--- src/design/rabs_pkg.sv ---
// Package for the running-average background subtract unit.
// Types, field widths and fixed constants; no dependencies.
`timescale 1ns / 1ps
`default_nettype none

package rabs_pkg;

    localparam int BYTE_W      = 8;
    localparam int PIX_IDX_W   = 19;
    localparam int ALPHA_W     = 17;
    localparam int ALPHA_SHIFT = 16;
    localparam int THR_W       = 8;
    localparam int CFG_IDX_W   = 1;

    localparam logic [ALPHA_W-1:0] ALPHA_ONE  = 17'd65536;
    localparam logic [ALPHA_W-1:0] ALPHA_HALF = 17'd32768;
    localparam logic [THR_W-1:0]   THR_RESET  = 8'd10;

    // BT.601 weights, 14-bit fixed point
    localparam int GREY_W     = 22;
    localparam int GREY_SHIFT = 14;
    localparam logic [GREY_W-1:0] GREY_WB    = 22'd1868;
    localparam logic [GREY_W-1:0] GREY_WG    = 22'd9617;
    localparam logic [GREY_W-1:0] GREY_WR    = 22'd4899;
    localparam logic [GREY_W-1:0] GREY_ROUND = 22'd8192;

    localparam int MID_DEPTH = 4;
    localparam int OUT_DEPTH = 8;

    localparam logic [CFG_IDX_W-1:0] CFG_LEARNING_RATE   = 1'd0;
    localparam logic [CFG_IDX_W-1:0] CFG_THRESHOLD_LEVEL = 1'd1;

    typedef struct packed {
        logic [BYTE_W-1:0]    grey;
        logic [PIX_IDX_W-1:0] index;
        logic                 frame_end;
        logic                 learn;
    } t_item;

    typedef struct packed {
        logic                 is_foreground;
        logic [PIX_IDX_W-1:0] index;
        logic                 frame_end;
    } t_result;

    typedef struct packed {
        logic [ALPHA_W-1:0] alpha;
        logic [THR_W-1:0]   threshold;
    } t_cfg;

endpackage

`default_nettype wire

--- src/design/rabs_front.sv ---
// Front end: takes pixel transfers, weighs the colour bytes, tags learning-phase items.
// Depends on rabs_pkg.
`timescale 1ns / 1ps
`default_nettype none

module rabs_front (
    input  wire logic                           i_clk,
    input  wire logic                           i_rst_n,
    input  wire logic                           i_push,
    output logic                                o_full,
    input  wire logic [rabs_pkg::BYTE_W-1:0]    i_blue,
    input  wire logic [rabs_pkg::BYTE_W-1:0]    i_green,
    input  wire logic [rabs_pkg::BYTE_W-1:0]    i_red,
    input  wire logic [rabs_pkg::PIX_IDX_W-1:0] i_pixel_index,
    input  wire logic                           i_frame_end,
    input  wire logic                           i_queue_full,
    output logic                                o_push,
    output rabs_pkg::t_item                     o_item
);

    localparam int GW = rabs_pkg::GREY_W;

    logic                           r_valid;
    logic                           r_bg_ready;
    logic [GW-1:0]                  r_bw;
    logic [GW-1:0]                  r_gw;
    logic [GW-1:0]                  r_rw;
    logic [rabs_pkg::PIX_IDX_W-1:0] r_index;
    logic                           r_frame_end;
    logic                           r_learn;
    logic                           w_accept;
    logic [GW-1:0]                  w_sum;

    assign o_full   = r_valid && i_queue_full;
    assign o_push   = r_valid && !i_queue_full;
    assign w_accept = i_push && !o_full;

    assign w_sum = r_bw + r_gw + r_rw + rabs_pkg::GREY_ROUND;

    assign o_item.grey      = w_sum[GW-1:rabs_pkg::GREY_SHIFT];
    assign o_item.index     = r_index;
    assign o_item.frame_end = r_frame_end;
    assign o_item.learn     = r_learn;

    always_ff @(posedge i_clk) begin
        if (w_accept) begin
            r_bw        <= GW'(i_blue) * rabs_pkg::GREY_WB;
            r_gw        <= GW'(i_green) * rabs_pkg::GREY_WG;
            r_rw        <= GW'(i_red) * rabs_pkg::GREY_WR;
            r_index     <= i_pixel_index;
            r_frame_end <= i_frame_end;
            r_learn     <= !r_bg_ready;
        end
    end

    always_ff @(posedge i_clk) begin
        if (!i_rst_n) begin
            r_valid    <= 1'b0;
            r_bg_ready <= 1'b0;
        end else begin
            if (w_accept) begin
                r_valid <= 1'b1;
            end else if (o_push) begin
                r_valid <= 1'b0;
            end
            if (w_accept && i_frame_end) begin
                r_bg_ready <= 1'b1;
            end
        end
    end

endmodule

`default_nettype wire

--- config.mk ---
export PLATFORM = sky130hd
export DESIGN_NAME = rabs_front
export DESIGN_NICKNAME = d
export VERILOG_FILES = /design/src/design/rabs_pkg.sv /design/src/design/rabs_front.sv
export SDC_FILE = /design/constraint.sdc
export NUM_CORES = 1
export LEC_CHECK = 0
export ABC_AREA = 1
export BUFFER_PORTS_ARGS = -buffer_cell sky130_fd_sc_hd__buf_4
export CORE_AREA = 2 2 131 133
export DETAILED_ROUTE_END_ITERATION = 16
export DIE_AREA = 0 0 133 135
export GPL_TIMING_DRIVEN = 0
export PLACE_DENSITY = 0.72
export SLEW_MARGIN = 15
export SYNTH_ARGS = -nofsm -noshare
export SYNTH_HDL_FRONTEND = slang
export SYNTH_SLANG_ARGS = --single-unit
--- constraint.sdc ---
create_clock -name i_clk -period 6.02 [get_ports i_clk]
set_input_delay 0.301 -clock i_clk [delete_from_list [all_inputs] [get_ports i_clk]]
set_output_delay 0.301 -clock i_clk [all_outputs]
set_load 0.01 [all_outputs]
==> results of run 1 <==
power by group through the flow:
stage          clock (mW)  sequential [mW]  combinational [mW]
4_1_cts             0.566            0.926                3.65
5_1_grt             0.588            0.935                4.15
3_5_place_dp            0            0.937                3.62
3_3_place_gp            0            0.939                3.58
2_1_floorplan           0            0.905                2.53
6_report            0.554            0.921                3.65
flip-flops by register name, indices dropped and copies added (netlist names):
signal	count
r_gw	22
r_bw	17
r_valid	1
r_bg_ready	1
r_rw	21
r_index	19
r_frame_end	1
r_learn	1
critical path: cells and delay by family:
family | cells | cell delay [ps]
compound gates | 2 | 370
fa+ha+maj | 5 | 2200
buf+inv | 6 | 380
simple gates | 4 | 280
area by class of cell:
cell class	instances	area share
tap	220	0.0279
clock buffer	9	0.0228
inverter	156	0.0593
clock inverter	7	0.00760
buffer	2	0.00152
multi-input combinational	653	0.567
timing repair buffer	80	0.0633
sequential	83	0.250
through the flow:
stage / instances / total power, mW / util / instance area, sq um
final: 1210 / 5.12 / 0.602 / 9880
after global routing: 1210 / 5.67 / 0.602 / 9880
after CTS: 1210 / 5.14 / 0.602 / 9880
after detailed placement: 1194 / 4.55 / 0.584 / 9580
after global placement: 1192 / 4.51 / 0.581 / 9530
after floorplan: 894 / 3.44 / - / 8670
layer usage:
| layer | global-route usage | wire, um | share of wire | vias to the layer above |
|---|---|---|---|---|
| li1 | - | - | - | 3195 |
| met1 | 0.286 | 8590 | 0.49 | 2873 |
| met2 | 0.348 | 8090 | 0.46 | 132 |
| met3 | 0.0300 | 721 | 0.041 | 19 |
| met4 | 0.0424 | 180 | 0.010 | 0 |
| met5 | 0 | 0 | 0 | - |
final timing paths:
check                     to  slack [ps]  depth (start not counted)
hold / removal    r_index[7]         130                          1
setup reg to reg     r_rw[3]        4130                          5
hold reg to reg   r_bg_ready         460                          2
setup / recovery    r_bw[18]        2600                         17
cells by family after synthesis:
kind of cell / share of synthesized area
DFF: 0.285
buffers and inverters: 0.0693
xor gates and xnor gates: 0.0424
and+or+nand+nor: 0.126
adders and majority gates: 0.408
AOI/OAI and AO/OA: 0.0696
cells in the final DEF (no fill, tap or decap), drive strengths merged:
master | Yosys | final
nand4 | 13 | 13
bufinv | 0 | 1
a21boi | 2 | 2
nor3 | 8 | 8
xnor2 | 7 | 7
nor2 | 48 | 48
o21ai | 25 | 25
dfxtp | 2 | 2
nand3 | 41 | 41
a21o | 7 | 7
inv | 153 | 156
a31oi | 4 | 4
edfxtp | 81 | 81
clkinv | 3 | 6
xor2 | 35 | 35
or2 | 2 | 2
fa | 61 | 61
nand2 | 143 | 143
buf | 2 | 82
o21bai | 11 | 11
o2111ai | 1 | 1
ha | 185 | 185
nand3b | 3 | 3
a21oi | 55 | 55
nor4 | 1 | 1
o21a | 1 | 1
clkbuf | 0 | 9
==> reports/metrics.yaml, run 1 <==
worstSkewPairLatency_ps: 350
yosysUniqueCellTypes: 30
detail_route.wl_per_cell_um: 14.5
synth_top_cell_area_share: 0.281
fillCellCount: 1409
f_max_ghz: 0.293
slowest_delay_ps: 520
clk_pin_slew_worst_paths_ps: 60
first_global_vias: 6098
mappedNetlistArea_sq_um: 8670
crit_path_end_kind: "flip-flop"
fp.coreArea_sq_um: 16400
clock_root_buffer_master: "clkbuf_16"
die_area_sq_um: 18000
final.setup_skew_ps: 5.72
synth_fp_nets: 1188
final.setup.tns_ps: 0
track_usage: 0.206
drt_drc_violations_left: 0
area.sequential_sq_um: 2470
finalHoldWorstSlack_ps: 131
cts_max_level: 3
status: "complete, no violations"
worst_path_arrival_time_ps: 3520
synth_top_flop_cell: "edfxtp_1"
tritoncts.num_buffers: 9
crit_path_slowest_cell: "fa_1"
dr_total_vias: 6219
p_per_area_nw_per_um2: 519
power.share.combinational: 0.712
first_pass_iters: 4
num_rows: 47
synth_commonest_cells: "ha_1, inv_1, nand2_1, edfxtp_1, fa_1"
power_leakage_nw: 5.07
maxSlewHeadroom: 0.454
multi_input_comb_area_sq_um: 5600
post_synth.cell_area_avg_sq_um: 9.70
criticalPathCategory: "in -> reg"
worstPathMaxFanout: 5
initial_util: 0.528
cts-root-to-sink-buffers: 2
worst_ir_drop_vdd_v: 0.000387
detail_route.iter0.violations: 326
pwr-share-clk: 0.108
sequential_element_share_of_the_synthesized_area: 0.285
final_antenna_violating_net_count: 0
globalplace.congestion: 0.912
clock_tree_from_tritoncts: "yes"
vias_per_cell: 5.14
yosys_warnings: 0
critPathMostFrequentCell: "inv_1"
worstPathCellList: "buf_4 -> inv_1 -> fa_1 -> inv_1 -> ha_1 -> fa_1 -> inv_1 -> fa_1 -> inv_1 -> ha_1 -> nand2_1 -> inv_1 -> a21o_1 -> a21oi_1 -> nand2_1 -> nand2_1 -> nand2_1"
antenna_found_initial: 0
share_of_final_layout_standard_cells_stronger_than_drive_strength_1: 0.111
port_buffers: 78
max_cap_viol_count: 0
regToRegStartpoint: "r_valid"
layout_min_cycle_time_ps: 3420
pin_count: 79
hold_viol_final: 0
grt_max_degree: 30
die_width_um: 133
netSwitchingFraction: 0.488
hold_path_class: "in -> reg"
worst_setup_path_startpoint: "i_blue[2]"
layout-area-overhead-vs-synth_pct: 13.9
synthesis.instances: 894
wirelength_mm: 17.6
yosys.area.top_type: "edfxtp_1"
layout_worst_path_cycle_share: 0.568
clock-sinks: 83
number_of_nets_in_the_final_layout: 1279
die_h_um: 135
antennaDiodeCount: 0
number_of_failing_setup_endpoints_in_the_final_timing_report: 0
synth_edf_count: 81
worstHoldStart: "i_pixel_index[7]"
global_route.overflow_total: 0
synthTopCellsByArea: "edfxtp_1, ha_1, fa_1, inv_1, nand2_1"
async_flop_share: 0
setup_slack_after_layout_ps: 2600
critical_path_required_ps: 6130
ys_ff_latch: 83
p_switching_mw: 2.50
rsz_0062_raised_after_global_routing: "no"
cts.repair.resized: 0
timing_max_transition_violations_final: 0
cellInternalPower_mw: 2.62
yosys.cell_count.top_type: "ha_1"
tightest_slew_ps: 818
share_seq_of_total_power: 0.180
preCtsSetupSlack_ps: 2240
dpl.hpwl_mm: 15.3
cts_hold_buffers: 0
cts_setup_buffers: 0
critical_path_startpoint_category: "input pin"
grt_first_pass_wirelength_mm: 29.2
Note: power is estimated with default switching activity, not from simulation.
==> run 2, diff against run 1 <==
- ABC_AREA: 1 -> 0
- CORE_AREA: 2 2 131 133 -> 2 2 128 130
- DIE_AREA: 0 0 133 135 -> 0 0 130 132
- clock period: 6.02 -> 3.5 ns (I/O delays scaled with it)
==> run 2 against run 1 <==
- first-iteration DRC count decreased by 17%
- highest routed layer unchanged
- cell count decreased by 15%
- critical path depth decreased by 7
- register-to-register slack got worse by 2200 ps
- worst hold slack got worse by 120 ps
- largest cell class unchanged
- utilization increased by 3.0 points
- via count decreased by 8.3%
- critical endpoint is now o_item[26]
- clock power increased by 80%
- largest power group unchanged
==> reports/metrics.yaml, run 2 <==
dp_cells: 1007
registers_with_the_most_flip_flops: "r_gw x22, r_rw x21, r_index x19"
sequential_element_share_of_the_synthesized_area: 0.299
clock-sinks: 83
antennaDiodeCount: 0
antenna_found_initial: 0
synth_edf_count: 81
report.power.total_mw: 9.40
yosys.area.top_type: "edfxtp_1"
worst_ir_drop_vdd_v: 0.00150
fillCellCount: 1235
final.setup.tns_ps: 0
drt_drc_violations_left: 0
criticalPathCategory: "reg -> out"
ys_ff_latch: 83
synth.mux.area_fraction: 0
detail_route.wl_per_cell_um: 16.3
simple_logic_cell_fraction_of_the_synthesized_area: 0.0653
maxSlewHeadroom: 0.597
yosys_warnings: 0
share_of_final_layout_standard_cells_stronger_than_drive_strength_1: 0.206
detail_route.iter0.violations: 271
first_global_vias: 5811
layout-area-overhead-vs-synth_pct: 20.2
initial_util: 0.526
dpl.hpwl_mm: 13.4
power_leakage_nw: 4.75
yosys.cell_count.top_type: "ha_1"
vias_per_cell: 5.52
die_h_um: 132
synth_commonest_cells: "ha_1, inv_1, edfxtp_1, fa_1, a21oi_1"
status: "complete, no violations"
rsz_0062_raised_after_global_routing: "yes"
number_of_failing_setup_endpoints_in_the_final_timing_report: 0
tritoncts.num_buffers: 9
final_antenna_violating_net_count: 0
grt_max_degree: 33
cts-root-to-sink-buffers: 2
worst_path_arrival_time_ps: 3320
globalplace.congestion: 0.914
tightest_slew_ps: 603
cts_hold_buffers: 0
mostFrequentLayoutCell: "ha_1"
largest-register: "r_gw"
hold_path_class: "in -> reg"
synth_fp_nets: 1005
max_cap_viol_count: 0
critical_path_required_ps: 3320
post_synth.cell_area_avg_sq_um: 11.6
track_usage: 0.195
pin_count: 79
global_route.overflow_total: 0
mappedNetlistArea_sq_um: 8260
critical_path_startpoint_category: "flip-flop"
number_of_nets_in_the_final_layout: 1105
crit_path_end_kind: "output port"
yosys.area_share.adder: 0.428
die_width_um: 130
largest_family_of_logic_cells_by_synthesized_area: "adder cells"
yosysUniqueCellTypes: 60
f_max_ghz: 0.286
wirelength_mm: 16.8
cts_max_level: 3
die_area_sq_um: 17200
worstPathMaxFanout: 4
grt_first_pass_wirelength_mm: 26.7
p_per_area_nw_per_um2: 946
timing_max_transition_violations_final: 0
fp.coreArea_sq_um: 15700
synthTopCellsByArea: "edfxtp_1, ha_1, fa_1, inv_1, xnor2_1"
layout_min_cycle_time_ps: 3500
dr_total_vias: 5700
final.setup_skew_ps: 3.54
port_buffers: 78
largest_register_ffs: 22
synth_top_cell_area_share: 0.294
worstSkewPairLatency_ps: 340
num_rows: 46
hold_viol_final: 0
async_flop_share: 0
synth-compound-area-share: 0.112
layout_worst_path_cycle_share: 0.999
final_non_filler_cells: 1032
first_pass_iters: 5
clock_root_buffer_master: "clkbuf_16"
clk_pin_slew_worst_paths_ps: 60
synth_top_flop_cell: "edfxtp_1"
synthesis.instances: 711
xor_xnor_cell_area_share_of_the_yosys_netlist: 0.0424
layout_common_cells: "ha_1, inv_1, buf_4"
clock_tree_from_tritoncts: "yes"
-- run 2: changes by cell type in the layout (fill, tap and decap cells not counted), moves of 7 or more --
| cell | previous run | this run |
|---|---|---|
| nand2_1 | 143 | 16 |
| inv_1 | 148 | 106 |
| nand3_1 | 41 | 9 |
| a21oi_1 | 55 | 26 |
| nor2_1 | 47 | 21 |
| ha_1 | 185 | 163 |
| xor2_1 | 35 | 15 |
| xnor2_1 | 7 | 25 |
| ha_4 | 0 | 16 |
| a21o_1 | 7 | 17 |
| nand4_1 | 13 | 3 |
| nand2b_1 | 0 | 7 |
| nor2b_1 | 0 | 7 |
-- run 2: critical path, stage by stage (launching register included) --
cell and delay (ps):
edfxtp_1 430, fa_2 410, fa_1 460, ha_1 310
and3_4 170, o211a_1 150, a22oi_4 220, a31oi_4 130
or4_4 510, nand3_4 100, buf_6 100
-- run 2: final cells by class --
| type | count | area (sq um) | share of cell area |
|---|---|---|---|
| Timing Repair Buffer | 89 | 708 | 0.0713 |
| Inverter | 111 | 417 | 0.0419 |
| Sequential cell | 83 | 2470 | 0.249 |
| Clock inverter | 5 | 78.8 | 0.00793 |
| Buffer | 4 | 23.8 | 0.00239 |
| Clock buffer | 11 | 233 | 0.0234 |
| Multi-Input combinational cell | 513 | 5730 | 0.577 |
| Tap cell | 216 | 270 | 0.0272 |
-- run 2: what timing repair did --
item	CTS	global route
buffers inserted	6	3
gates resized for setup	13	44
endpoints found under the setup margin	4	16
pin swaps	13	39
-- run 2: worst paths after layout --
kind	to	startpoint	slack, ps	depth (start not counted)
setup / recovery	o_item[26]	r_gw[12]	2	10
hold / removal	r_index[6]	i_pixel_index[6]	10	1
setup reg to reg	r_index[15]	r_valid	1910	3
hold reg to reg	r_learn	r_bg_ready	460	1
-- run 2: logic make-up (layout without fill, tap and decap cells) --
family	Yosys count	count (layout)
xor+xnor	40	40
fa+ha+maj	246	246
simple gates	101	101
flops	83	83
compound gates	126	126
buf+inv	115	220
-- run 2: power by group --
group          switching (mW)  internal (mW)
registers               0.127           1.44
clock network           0.373          0.624
logic                    3.53           3.30
total                    4.03           5.37
-- run 2: metrics by stage --
stage / cell area, sq um / setup WS [ps] / util / hold WS, ps
CTS: 9650 / 3.11 / 0.614 / 3.82
finish: 9940 / 1.80 / 0.632 / 11.8
global route: 9940 / -93.9 / 0.632 / 0.882
global placement: 9160 / -298 / 0.583 / 354
floorplan: 8310 / 17.3 / - / 274
detailed placement: 9210 / -351 / 0.586 / 355
-- run 2: routing by layer --
| metal | track usage | wire, um | part of all wire |
|---|---|---|---|
| met5 | 0 | 0 | 0 |
| met2 | 0.356 | 8660 | 0.52 |
| met4 | 0.0562 | 348 | 0.021 |
| met1 | 0.238 | 7130 | 0.42 |
| met3 | 0.0231 | 672 | 0.040 |
