--- src/design/rabs_fifo.sv ---
// Small register FIFO with fill count, power-of-two depth.
// No dependencies.
`timescale 1ns / 1ps
`default_nettype none

module rabs_fifo #(
    parameter int WIDTH = 8,
    parameter int DEPTH = 4
) (
    input  wire logic                       i_clk,
    input  wire logic                       i_rst_n,
    input  wire logic                       i_push,
    input  wire logic [WIDTH-1:0]           i_data,
    input  wire logic                       i_pop,
    output logic      [WIDTH-1:0]           o_data,
    output logic                            o_empty,
    output logic                            o_full,
    output logic      [$clog2(DEPTH+1)-1:0] o_count
);

    localparam int AW = $clog2(DEPTH);
    localparam int CW = $clog2(DEPTH + 1);

    logic [WIDTH-1:0] r_mem [DEPTH];
    logic [AW-1:0]    r_wr_ptr;
    logic [AW-1:0]    r_rd_ptr;
    logic [CW-1:0]    r_count;
    logic             w_push;
    logic             w_pop;

    assign o_empty = (r_count == '0);
    assign o_full  = (r_count == CW'(DEPTH));
    assign o_count = r_count;
    assign o_data  = r_mem[r_rd_ptr];
    assign w_push  = i_push && !o_full;
    assign w_pop   = i_pop && !o_empty;

    always_ff @(posedge i_clk) begin
        if (w_push) begin
            r_mem[r_wr_ptr] <= i_data;
        end
    end

    always_ff @(posedge i_clk) begin
        if (!i_rst_n) begin
            r_wr_ptr <= '0;
            r_rd_ptr <= '0;
            r_count  <= '0;
        end else begin
            if (w_push) begin
                r_wr_ptr <= r_wr_ptr + AW'(1);
            end
            if (w_pop) begin
                r_rd_ptr <= r_rd_ptr + AW'(1);
            end
            case ({w_push, w_pop})
                2'b10:   r_count <= r_count + CW'(1);
                2'b01:   r_count <= r_count - CW'(1);
                default: r_count <= r_count;
            endcase
        end
    end

endmodule

`default_nettype wire

--- config.mk ---
export PLATFORM = sky130hd
export DESIGN_NAME = rabs_fifo
export DESIGN_NICKNAME = d
export VERILOG_FILES = /design/src/design/rabs_fifo.sv
export SDC_FILE = /design/constraint.sdc
export NUM_CORES = 1
export LEC_CHECK = 0
export ABC_AREA = 0
export BUFFER_PORTS_ARGS = -buffer_cell sky130_fd_sc_hd__buf_2
export CAP_MARGIN = 10
export CORE_UTILIZATION = 58
export CTS_BUF_LIST = sky130_fd_sc_hd__clkbuf_8
export DETAILED_ROUTE_END_ITERATION = 10
export GPL_TIMING_DRIVEN = 0
export MAX_ROUTING_LAYER = met4
export PLACE_DENSITY = 0.82
export SYNTH_ARGS = -nofsm -noshare
export SYNTH_HDL_FRONTEND = slang
export SYNTH_SLANG_ARGS = --single-unit
--- constraint.sdc ---
create_clock -name i_clk -period 2.5 [get_ports i_clk]
set_input_delay 0.25 -clock i_clk [delete_from_list [all_inputs] [get_ports i_clk]]
set_output_delay 0.25 -clock i_clk [all_outputs]
set_load 0.02 [all_outputs]
==> summary.md, run 1 <==
The run finished with clean final reports. For this design the static power due to leakage is 0.000685 uW. The via count of the first global-routing pass is 950, and the area share of and/or/nand/nor cells after synthesis is 7.46%. The run gives 280 ps as the clock insertion delay at the later pin of the skew report. The worst hold path endpoint was r_mem[2][5]. The library cell with the largest summed area after synthesis was sky130_fd_sc_hd__edfxtp_1.

Before CTS, the worst setup slack after placement is 341 ps. Each instance of the synthesized netlist takes up on average 17.1 um2. After synthesis, the largest family of logic cells by area is multiplexers. In this run, flip-flops and latches consume 47.3% of the power.

Setup slack closes at 329 ps. The H-tree generated during clock tree synthesis spans 2 levels. The power density normalized to cell area was 1000 nW/um2.

The slew at the pin closest to its max-slew limit was 466 ps; the largest net degree at the start of global routing was 12. For this run, the detailed router's first-pass iteration total came to 4. Most repeated cell in the gate-level netlist after synthesis: sky130_fd_sc_hd__edfxtp_1.

The clock share of power came out at 20.3%. The routed layout has 853 vias. After technology mapping, the gate count stands at 96. Hold buffer count at CTS: 0.

After synthesis the cells add up to 1640 um2. The tools report the half-perimeter wire length after placement as 1810 um. The gate family responsible for the most delay along the worst path was simple AND/OR/NAND/NOR gates. On the critical path, the stage with the largest delay is an instance of sky130_fd_sc_hd__dfxtp_1. The relative max-transition margin was 68.9%. For the net count after synthesis, the log shows 114.

Yosys mapped the design onto 21 distinct sky130hd cell types. The origin of the critical flop-to-flop path was o_count[2]. The number of max-cap violations is 0. By area the synthesized netlist is led by sky130_fd_sc_hd__edfxtp_1 (58%), sky130_fd_sc_hd__dfxtp_1 (11%), sky130_fd_sc_hd__mux4_2 (11%), sky130_fd_sc_hd__ha_1 (3.8%), sky130_fd_sc_hd__and2_1 (2.3%).

Using the TritonRoute via totals, the vias-per-cell ratio works out to 5.47. Relative to the synthesized area, the layout overhead comes to 13.9%. In this run the tool buffered the top-level ports with 23 buffer cells. The post-synthesis xor/xnor area fraction works out to 1.07%. Traced cell by cell, the critical path runs through nor3b_2, nor2b_1, buf_2, inv_2, ha_1, inv_1, fa_1, xor2_1, or3_1, a21boi_1. The commonest cells after synthesis are sky130_fd_sc_hd__edfxtp_1 (32), sky130_fd_sc_hd__dfxtp_1 (9), sky130_fd_sc_hd__mux4_2 (8). In this run, the combinational gates consume 32.4% of the power. In this run the deepest clock path goes through 2 buffers. In the routed design, unresolved DRC markers number 0. The setup slack of the most critical reg-to-reg path was 330 ps; the number of enable-type register cells in the synthesized netlist was 32. The type of the tightest min-delay check was primary input to register. The worst setup path is launched from a register. Among all flip-flop cells after synthesis, the most frequent one is sky130_fd_sc_hd__edfxtp_1. TritonCTS built the clock tree. In this run the clock root is driven by a sky130_fd_sc_hd__clkbuf_8. In this run the horizontal extent of the chip is 55.2 um. The net count of the finished layout is 144. The maximum fanout along the worst path is 7.

CTS saw 41 sinks. The number of max-slew violations in the final report is 0, and the initial core utilization is 64.0%. The number of rows in the core area is 18.

For the first-pass GRT wire length, the log shows 4220 um. After synthesis, the share of flip-flops with an asynchronous set or reset is 0%. The wire length per cell after detailed routing was 16.1 um.

Setup repair after global routing left no endpoint under its margin. The internal portion of total power came out at 1270 uW. The overall die height is 55.2 um, and the proportion of total power due to net switching is 32.0%.

Post-cts sizing count: 0. STA puts the critical path data required time at 2720 ps. The logs give 3050 um2 for the total die area and 0 for the count of inserted antenna diode cells. Subtracting the final worst setup slack from the clock period gives 2170 ps.

The cell count of the worst hold path is 1, and the fraction of the core area covered by cells at the end of the flow is 73.0%. The portion of synthesized area spent on multiplexers is 12.2%. After clock tree synthesis, the setup repair step added 0 buffers. Dividing the final minimum period by the clock period gives 86.8%. The post-route netlist has 32.5% of its cells at a drive strength greater than 1. Pin placement for this block handled 25 I/O pins. Between clock sinks in the finished design, the worst skew comes to 5.43 ps. The remaining antenna violation count is 0, and the number of buffers inserted during clock tree synthesis is 5. Fill cells in the final layout number 176. Counting both buffers and inverters, the worst setup path holds a total of 3. The synthesized-area fraction occupied by ao, oa, aoi and oai cells works out to 2.44%. The fraction of the mapped netlist area in adder cells came out at 5.02%. The tools report the startpoint of the worst hold path as i_data[5].

The clock-pin slew reported for the worst setup and hold paths after clock tree synthesis was 70 ps. Yosys printed 0 warnings. The count of endpoints failing hold in the final timing report came out at 0. The initial antenna violation count came out at 0. The core region is 2570 um2.

The worst register-to-register path ends at o_count[2]. Type of element capturing the critical path: a register. The worst register-to-register path has a depth of 10. Global routing finished with a remaining overflow of 0. Setup violations remaining at the end of the flow were counted as 0.

In this design, the stage delay of the slowest critical-path cell is 390 ps. The tools report the worst-case vdd ir drop as 0.000923 V. Critical setup path kind: register to register. For this block, the routed nets add up to 2520 um of wire.

The congestion estimate from routability-driven global placement came to 0.813. In this run the power spent charging and discharging nets is 599 uW. The aggregate negative setup slack is 0 ps, and the count of state elements after synthesis is 41.

The area fraction of the dominant cell type after synthesis was 58.4%; the share of the yosys chip area belonging to registers was 69.4%. For the worst setup path, the data arrival time is 2390 ps. Counting buffers and inverters, the worst setup path is 10 cells deep. After the first detailed-routing iteration, the DRC count stood at 26.

The maximum frequency from static timing analysis is 461 MHz, and the overall routing resource usage is 19.4%.
==> through the flow <==
step	cells	total power (uW)	hold WS, ps	area, um2
floorplan	96	1330	349	1640
global placement	149	1480	461	1800
detailed placement	149	1510	471	1800
CTS	156	1890	173	1870
global route	156	1980	176	1870
finish	156	1870	181	1870
==> kinds of logic after synthesis <==
| group | Yosys count |
|---|---|
| muxes | 10 |
| xor gates and xnor gates | 2 |
| and+or+nand+nor | 20 |
| buffers and inverters | 10 |
| DFF | 41 |
| adders and majority gates | 6 |
| AOI/OAI and AO/OA | 7 |
==> sequential cells by signal, summed over array words and instances (netlist names), named ones only <==
name / count
r_mem: 32
o_count: 3
r_rd_ptr: 2
r_wr_ptr: 2
==> cell usage in the layout (no fill, tap or decap) <==
| master | n |
|---|---|
| sky130_fd_sc_hd__nor3_2 | 1 |
| sky130_fd_sc_hd__buf_2 | 25 |
| sky130_fd_sc_hd__inv_1 | 6 |
| sky130_fd_sc_hd__ha_1 | 5 |
| sky130_fd_sc_hd__mux4_2 | 8 |
| sky130_fd_sc_hd__mux2i_1 | 2 |
| sky130_fd_sc_hd__edfxtp_1 | 32 |
| sky130_fd_sc_hd__nor3b_2 | 1 |
| sky130_fd_sc_hd__clkbuf_8 | 5 |
| sky130_fd_sc_hd__o21ai_0 | 5 |
| sky130_fd_sc_hd__xnor2_1 | 1 |
| sky130_fd_sc_hd__and2_1 | 6 |
| sky130_fd_sc_hd__or3_1 | 2 |
| sky130_fd_sc_hd__inv_2 | 1 |
| sky130_fd_sc_hd__fa_1 | 1 |
| sky130_fd_sc_hd__nor2b_1 | 2 |
| sky130_fd_sc_hd__dfxtp_1 | 9 |
| sky130_fd_sc_hd__xor2_1 | 1 |
| sky130_fd_sc_hd__clkbuf_1 | 2 |
| sky130_fd_sc_hd__nand2_1 | 7 |
| sky130_fd_sc_hd__clkinv_1 | 1 |
| sky130_fd_sc_hd__a21boi_1 | 2 |
| sky130_fd_sc_hd__nand4bb_1 | 1 |
==> area by class of cell <==
cell class / instances / area (um2) / share of cell area, %
flip-flops and latches: 41 / 1140 / 60.9
multi-input cells: 45 / 463 / 24.7
repair buffers: 23 / 115 / 6.15
clock buffers: 5 / 68.8 / 3.67
well taps: 30 / 37.5 / 2.00
inverters: 6 / 22.5 / 1.20
plain buffers: 4 / 17.5 / 0.935
clock inverters: 2 / 7.51 / 0.401
==> power groups by stage <==
stage	combinational, uW	clock [uW]	sequential [uW]
after CTS	614	390	887
after detailed placement	607	0	902
after floorplan	417	0	915
after global placement	586	0	893
after global routing	668	417	895
final	607	381	886
==> routing by layer <==
metal | vias up | part of all wire (%) | global-route usage, %
li1 | 410 | - | -
met1 | 420 | 42 | 21.5
met2 | 18 | 53 | 32.2
met3 | 5 | 3.3 | 4.68
met4 | 0 | 1.8 | 10.7
met5 | - | 0 | -
==> worst max path at each step <==
stage / from / end / slack, ps
4_1_cts: o_count[2] / o_count[2] / 320
3_3_place_gp: o_count[2] / o_count[2] / 450
5_1_grt: o_count[2] / o_count[2] / 160
6_report: o_count[2] / o_count[2] / 330
3_5_place_dp: o_count[2] / o_count[2] / 340
2_1_floorplan: o_count[2] / o_count[2] / 110
Note: power is estimated with default switching activity, not from simulation.
==> run 2, diff against run 1 <==
CTS_BUF_LIST = sky130_fd_sc_hd__clkbuf_4   (was sky130_fd_sc_hd__clkbuf_8)
GPL_ROUTABILITY_DRIVEN = 1   (was unset)
==> run 2 against run 1 <==
Utilization down 1.1 points; register-to-register slack about the same; worst setup slack worse by 5.0 ps; cell area down 1.5%; via count down 0.35%; maximum frequency down 0.23%; sequential power about the same; routed wire length down 0.40%; first-iteration DRC count up 7.7%; global-route usage up 0.11 points; hold slack worse by 55 ps; sequential share of layout area up 0.91 points; largest power group unchanged; highest routed layer unchanged.
==> summary.md, run 2 (same netlist as run 1, synthesis figures left out) <==
The gate family responsible for the most delay along the worst path was simple AND/OR/NAND/NOR gates. For the number of max-slew violations in the final report, the log shows 0 (unchanged). The width of the die was 55.2 um (unchanged). The remaining antenna violation count was 0 (unchanged). The via count of the first global-routing pass was 950 (unchanged); the worst hold slack across all endpoints was 126 ps (-54.8 ps). The clock-pin slew reported for the worst setup and hold paths after clock tree synthesis was 110 ps (+40 ps).

The run gives 2510 um (-0.40%) as the aggregate routed wire length. The register name with the most flops is r_mem. The worst endpoint data arrival time was 2450 ps (+60 ps); the maximum level of the CTS H-tree was 2 (unchanged). Highest cell delay on the worst timing path: 400 ps (about the same). The logs give 3050 um2 (unchanged) for the total die area and 1200 uW (-5.6%) for the internal portion of total power. The worst path buffer plus inverter count is 3 (unchanged), and the area inside the core boundary is 2570 um2 (unchanged).

The run gives 64.0% (unchanged) as the initial core utilization. The placement-stage worst setup slack is 341 ps (unchanged), and the post-route fraction of the period consumed by the critical path is 87.0% (+0.20 points). Traced cell by cell, the critical path runs through nor3b_2, nor2b_1, buf_2, inv_2, ha_1, inv_1, fa_1, xor2_1, or3_1, a21boi_1.

The most frequent standard cell in the layout excluding fill and tap cells is sky130_fd_sc_hd__edfxtp_1. The clock share of power is 16.7% (-3.6 points), and the count of port buffers added during placement is 23 (unchanged). The sequential power share is 49.4% (+2.1 points), and the per-cell via count in the routed design is 5.45 (-0.35%). The tools report the number of max-cap violations as 0 (unchanged). The post-cts sizing count came out at 0 (unchanged). The worst setup path is captured at a register.

Area added between synthesis and finish: 12.3%. Tracing the worst setup path back leads to its startpoint at o_count[2]. The global-route congestion overflow total was 0 (unchanged). The run gives 25 (unchanged) as the number of top-level pins. The total power of the final layout came out at 1790 uW (-4.5%). The fraction of layout instances using a drive strength above 1 came out at 33.3% (+0.79 points). The run gives 19.5% (+0.11 points) as the overall routing resource usage.

The worst clock skew on the final layout was 5.40 ps (-0.0314 ps); the number of nets in the layout was 144 (unchanged). The run gives 12 (unchanged) as the largest net degree at the start of global routing. The run gives 0 (unchanged) as the hold buffer count at CTS. For the worst-case setup margin in the final layout, the log shows 324 ps (-5.05 ps). Type of the tightest min-delay check: primary input to register. The logs give 2 (unchanged) for the largest buffer count on any clock path and 0.000895 V (-3.1%) for the worst-case vdd ir drop. The remaining routing DRC violations was 0 (unchanged). Critical path launch point type: a register. The cell at the slowest stage of the critical path is sky130_fd_sc_hd__dfxtp_1. TritonCTS built the clock tree. The number of DRC markers in iteration 0 is 28 (+7.7%).

The initial antenna violation count was 0 (unchanged); the maximum fanout along the worst path was 7 (unchanged). The flow ran to the end, and the final reports show no timing, DRC or antenna violations. For the count of endpoints failing hold in the final timing report, the log shows 0 (unchanged). For the half-perimeter wire length after placement, the log shows 1810 um (unchanged). The proportion of total power due to net switching is 32.8% (+0.81 points), and the clock period minus worst slack is 2180 ps (+5.05 ps). The clock sink total was 41 (unchanged); the fraction of the core area covered by cells at the end of the flow was 71.9% (-1.1 points). The total setup buffers inserted after CTS came out at 0 (unchanged). The top cell types in the final layout, fill and taps aside, are sky130_fd_sc_hd__edfxtp_1 (32), sky130_fd_sc_hd__buf_2 (25), sky130_fd_sc_hd__dfxtp_1 (9). The final weighted congestion of routability-driven global placement was 0.813 (unchanged).

The origin of the critical flop-to-flop path was o_count[2]. The static leakage power is 0.000672 uW (-2.0%). The overall die height works out to 55.2 um (unchanged). The total number of cells along the worst setup path was 10 (unchanged). The tools report the total of endpoints with negative setup slack in the final report as 0 (unchanged).

By startpoint and endpoint, the worst setup path is classified as register to register. The aggregate negative setup slack was 0 ps (unchanged); the critical path data required time was 2770 ps (+50 ps). The path depth of the worst reg2reg path is 10 (unchanged), and the first-pass GRT wire length is 4180 um (-0.81%).

The startpoint of the worst hold path is i_data[5]. The tools report the total via count after detailed routing as 850 (-0.35%). Power density normalized to cell area: 970 nW/um2 (-3.1%). The count of inserted antenna diode cells was 0 (unchanged). The clock insertion delay at the later pin of the skew report is 330 ps (+50 ps).

Maximum frequency from static timing analysis: 460 MHz (-0.23%). CTS placed an instance of sky130_fd_sc_hd__clkbuf_4 at the clock tree root. For the number of buffers inserted during clock tree synthesis, the log shows 5 (unchanged). For the number of rows in the core area, the log shows 18 (unchanged).

The first-pass iteration count of the detailed router was 4 (unchanged); the relative max-transition margin was 68.9% (about the same). The tools report the switching power total as 586 uW (-2.1%). The cell count of the worst hold path was 1 (unchanged). The wire length per cell after detailed routing was 16.1 um (-0.40%). Setup repair after global routing left no endpoint under its margin. The slew at the pin closest to its max-slew limit is 466 ps (-0.0459 ps). The flip-flop count of the largest register, all copies and words added is 32 (unchanged), and the combinational fraction of design power is 33.9% (+1.5 points).
-- run 2: changes by cell type in the layout (fill, tap and decap cells not counted), sizes merged --
cell and change:
clkbuf +1, inv -1
-- run 2: worst paths after layout --
path | slack [ps] | endpoint
max | 320 | o_count[2]
min | 130 | r_mem[2][5]
max reg2reg | 320 | o_count[2]
min reg2reg | 500 | r_rd_ptr[0]
-- run 2: power groups by stage --
stage | registers [uW] | clock network [uW] | logic, uW
final | 884 | 299 | 606
after CTS | 886 | 309 | 613
after detailed placement | 902 | 0 | 607
after global routing | 895 | 337 | 667
after floorplan | 915 | 0 | 417
after global placement | 893 | 0 | 586
-- run 2: stage by stage --
step | instances | instance area [um2]
after global placement | 149 | 1800
after detailed placement | 149 | 1800
after global routing | 156 | 1850
final | 156 | 1850
after floorplan | 96 | 1640
after CTS | 156 | 1850
-- run 2: layer usage --
| layer | global-route usage (%) | vias up | share of wire [%] |
|---|---|---|---|
| li1 | - | 411 | - |
| met1 | 20.7 | 417 | 42 |
| met2 | 32.4 | 19 | 54 |
| met3 | 7.49 | 3 | 3.5 |
| met4 | 8.57 | 0 | 0.76 |
| met5 | - | - | 0 |
-- run 2: cell type report --
class	instances	area (um2)
inverters	6	22.5
clock inverters	1	3.75
multi-input cells	45	463
well taps	30	37.5
flip-flops and latches	41	1140
fillers	185	722
clock buffers	6	45.0
plain buffers	4	17.5
repair buffers	23	115
==> run 3, diff against run 2 <==
CTS_CLUSTER_SIZE = 30   (was unset)
PLACE_DENSITY = 0.9   (was 0.82)
==> run 3 against run 2 <==
Worst setup slack worse by 12 ps; sequential power is 0.5% higher; routed wire length is 2.5% lower; total power is 0.64% higher; flip-flop and latch count stayed put; clock-buffer cell count is 1 higher; first-iteration DRC count is 32% lower; utilization is 0.29 points higher; clock power is 5% higher; critical endpoint unchanged.
==> summary.md, run 3 (same netlist as run 1, synthesis figures left out) <==
The run finished with clean final reports. The number of DRC markers in iteration 0 is 19 (-32%), and the placed instance area is 1800 um2 (unchanged). The largest net degree at the start of global routing was 13 (+1); the total via count after detailed routing was 893 (+5.1%).

The remaining antenna violation count was 0 (unchanged). Critical setup path kind: register to register. The largest buffer count on any clock path is 2 (unchanged). The clock-pin slew reported for the worst setup and hold paths after clock tree synthesis was 110 ps (about the same); the internal portion of total power was 1220 uW (+1.2%). Setup repair after global routing left no endpoint under its margin. Clock sink total: 41 (unchanged). Proportion of total power due to net switching: 32.4% (-0.40 points). In the layout the commonest cells are sky130_fd_sc_hd__edfxtp_1 (32), sky130_fd_sc_hd__buf_2 (25), sky130_fd_sc_hd__dfxtp_1 (9). The critical path ends at o_count[2].

The via count of the first global-routing pass was 886 (-6.7%); the worst clock skew on the final layout was 9.38 ps (+3.98 ps). Leaving out fill and tap cells, the most frequent cell in the layout is sky130_fd_sc_hd__edfxtp_1. The aggregate negative setup slack is 0 ps (unchanged), and the count of port buffers added during placement is 23 (unchanged). The tree is rooted in a sky130_fd_sc_hd__clkbuf_4.

The flip-flop count of the largest register, all copies and words added is 32 (unchanged), and the total of endpoints with negative setup slack in the final report is 0 (unchanged). For the count of inserted antenna diode cells, the log shows 0 (unchanged). The power density normalized to cell area works out to 972 nW/um2 (+0.24%).

The run gives 4 (unchanged) as the first-pass iteration count of the detailed router. The origin of the critical flop-to-flop path was o_count[2]. The area inside the core boundary was 2570 um2 (unchanged); the post-route fraction of the period consumed by the critical path was 87.5% (+0.49 points). The combinational fraction of design power came out at 33.3% (-0.6 points).

The type of the tightest min-delay check is primary input to register. The number of top-level pins was 25 (unchanged). The aggregate routed wire length was 2450 um (-2.5%). For the static leakage power, the log shows 0.000676 uW (+0.68%). The fraction of the core area covered by cells at the end of the flow is 72.2% (+0.29 points). The logs give 0 (unchanged) for the post-cts sizing count and 0 (unchanged) for the remaining routing DRC violations. For the switching power total, the log shows 583 uW (-0.57%). For the area taken by multi-input logic gates, the log shows 463 um2 (unchanged).

The beginning of the critical path was o_count[2]. Hold buffer count at CTS: 0 (unchanged). The run gives 17.4% (+0.7 points) as the clock share of power. The maximum level of the CTS H-tree was 2 (unchanged).

The sequential power share is 49.3% (about the same), and the wire length per cell after detailed routing is 15.6 um (-3.1%). The worst-case setup margin in the final layout was 312 ps (-12.2 ps); the total setup buffers inserted after CTS was 0 (unchanged). The overall die height was 55.2 um (unchanged). The critical path launch point type was a register.

The fraction of layout instances using a drive strength above 1 was 33.9% (+0.52 points); the clock insertion delay at the later pin of the skew report was 330 ps (about the same). For the total die area, the log shows 3050 um2 (unchanged). The register name with the most flops was r_mem.

The critical path data required time came out at 2770 ps (about the same). For the half-perimeter wire length after placement, the log shows 1720 um (-4.9%). Maximum frequency from static timing analysis: 457 MHz (-0.56%). The tools report the overall routing resource usage as 17.4% (-2.1 points).

The run gives 144 (unchanged) as the number of nets in the layout. The run gives 1850 um2 (+0.41%) as the post-layout instance area. TritonCTS built the clock tree.

The placement-stage worst setup slack is 348 ps (+7.28 ps). The total power of the final layout is 1800 uW (+0.64%). The area added between synthesis and finish was 12.7%. The number of rows in the core area was 18 (unchanged); the global-route congestion overflow total was 0 (unchanged).

The first-pass GRT wire length is 3880 um (-7.3%), and the number of fillers in the final layout is 173 (-6.5%). Width of the die: 55.2 um (unchanged). The setup slack of the most critical reg-to-reg path is 310 ps (about the same), and the worst-case vdd ir drop is 0.000890 V (-0.55%).

The area taken by flip-flops and latches came out at 1140 um2 (unchanged). Number of max-cap violations: 0 (unchanged). The initial antenna violation count came out at 0 (unchanged). For the number of buffers inserted during clock tree synthesis, the log shows 5 (unchanged).

The per-cell via count in the routed design was 5.69 (+4.4%). The worst register-to-register path ends at o_count[2]. The slew at the pin closest to its max-slew limit was 507 ps (+41.0 ps); the maximum fanout along the worst path was 7 (unchanged).

The type of element capturing the critical path is a register. The run gives 0.671 (-17%) as the final weighted congestion of routability-driven global placement. The relative max-transition margin was 66.2% (-2.7 points); the number of max-slew violations in the final report was 0 (unchanged). The worst endpoint data arrival time is 2450 ps (about the same). The run gives 64.0% (unchanged) as the initial core utilization. The path depth of the worst reg2reg path is 10 (unchanged), and the count of endpoints failing hold in the final timing report is 0 (unchanged).

The clock period minus worst slack is 2190 ps (+12.2 ps).
run 3: worst min path at each step:
stage | start | to | cells past startpoint
after global placement | i_data[2] | r_mem[2][2] | 1
after floorplan | i_data[0] | r_mem[0][0] | 0
after global routing | i_data[3] | r_mem[2][3] | 1
after detailed placement | i_data[5] | r_mem[3][5] | 1
after CTS | i_data[2] | r_mem[3][2] | 1
final | i_data[2] | r_mem[3][2] | 1
run 3: power groups by stage:
stage	logic [uW]	clock network [uW]	registers, uW
final	600	313	888
after detailed placement	605	0	903
after floorplan	417	0	915
after CTS	606	313	888
after global placement	578	0	894
after global routing	645	343	899
run 3: layout make-up:
type	count	share of cell area [%]
multi-input cells	45	25.0
clock inverters	1	0.203
inverters	6	1.22
repair buffers	23	6.21
clock buffers	7	2.84
well taps	30	2.03
plain buffers	4	0.945
flip-flops and latches	41	61.6
run 3: through the flow:
stage,hold slack (ps),cells
4_1_cts,123,157
5_1_grt,117,157
2_1_floorplan,349,96
3_3_place_gp,459,149
6_report,127,157
3_5_place_dp,466,149
run 3: layer usage:
layer | GRT usage [%] | vias to the layer above | routed length (um)
met2 | 26.7 | 35 | 1270
met1 | 21.0 | 434 | 965
li1 | - | 417 | -
met4 | 8.21 | 0 | 60
met3 | 5.85 | 7 | 147
met5 | - | - | 0
run 3: worst max-delay path, stage by stage, from the launching register on:
cell                       delay [ps]
sky130_fd_sc_hd__dfxtp_1          410
sky130_fd_sc_hd__nor3b_2          210
sky130_fd_sc_hd__nor2b_1           70
sky130_fd_sc_hd__buf_2            170
sky130_fd_sc_hd__inv_2             50
sky130_fd_sc_hd__ha_1             170
sky130_fd_sc_hd__inv_1             70
sky130_fd_sc_hd__fa_1             380
sky130_fd_sc_hd__xor2_1           160
sky130_fd_sc_hd__or3_1            310
sky130_fd_sc_hd__a21boi_1         140
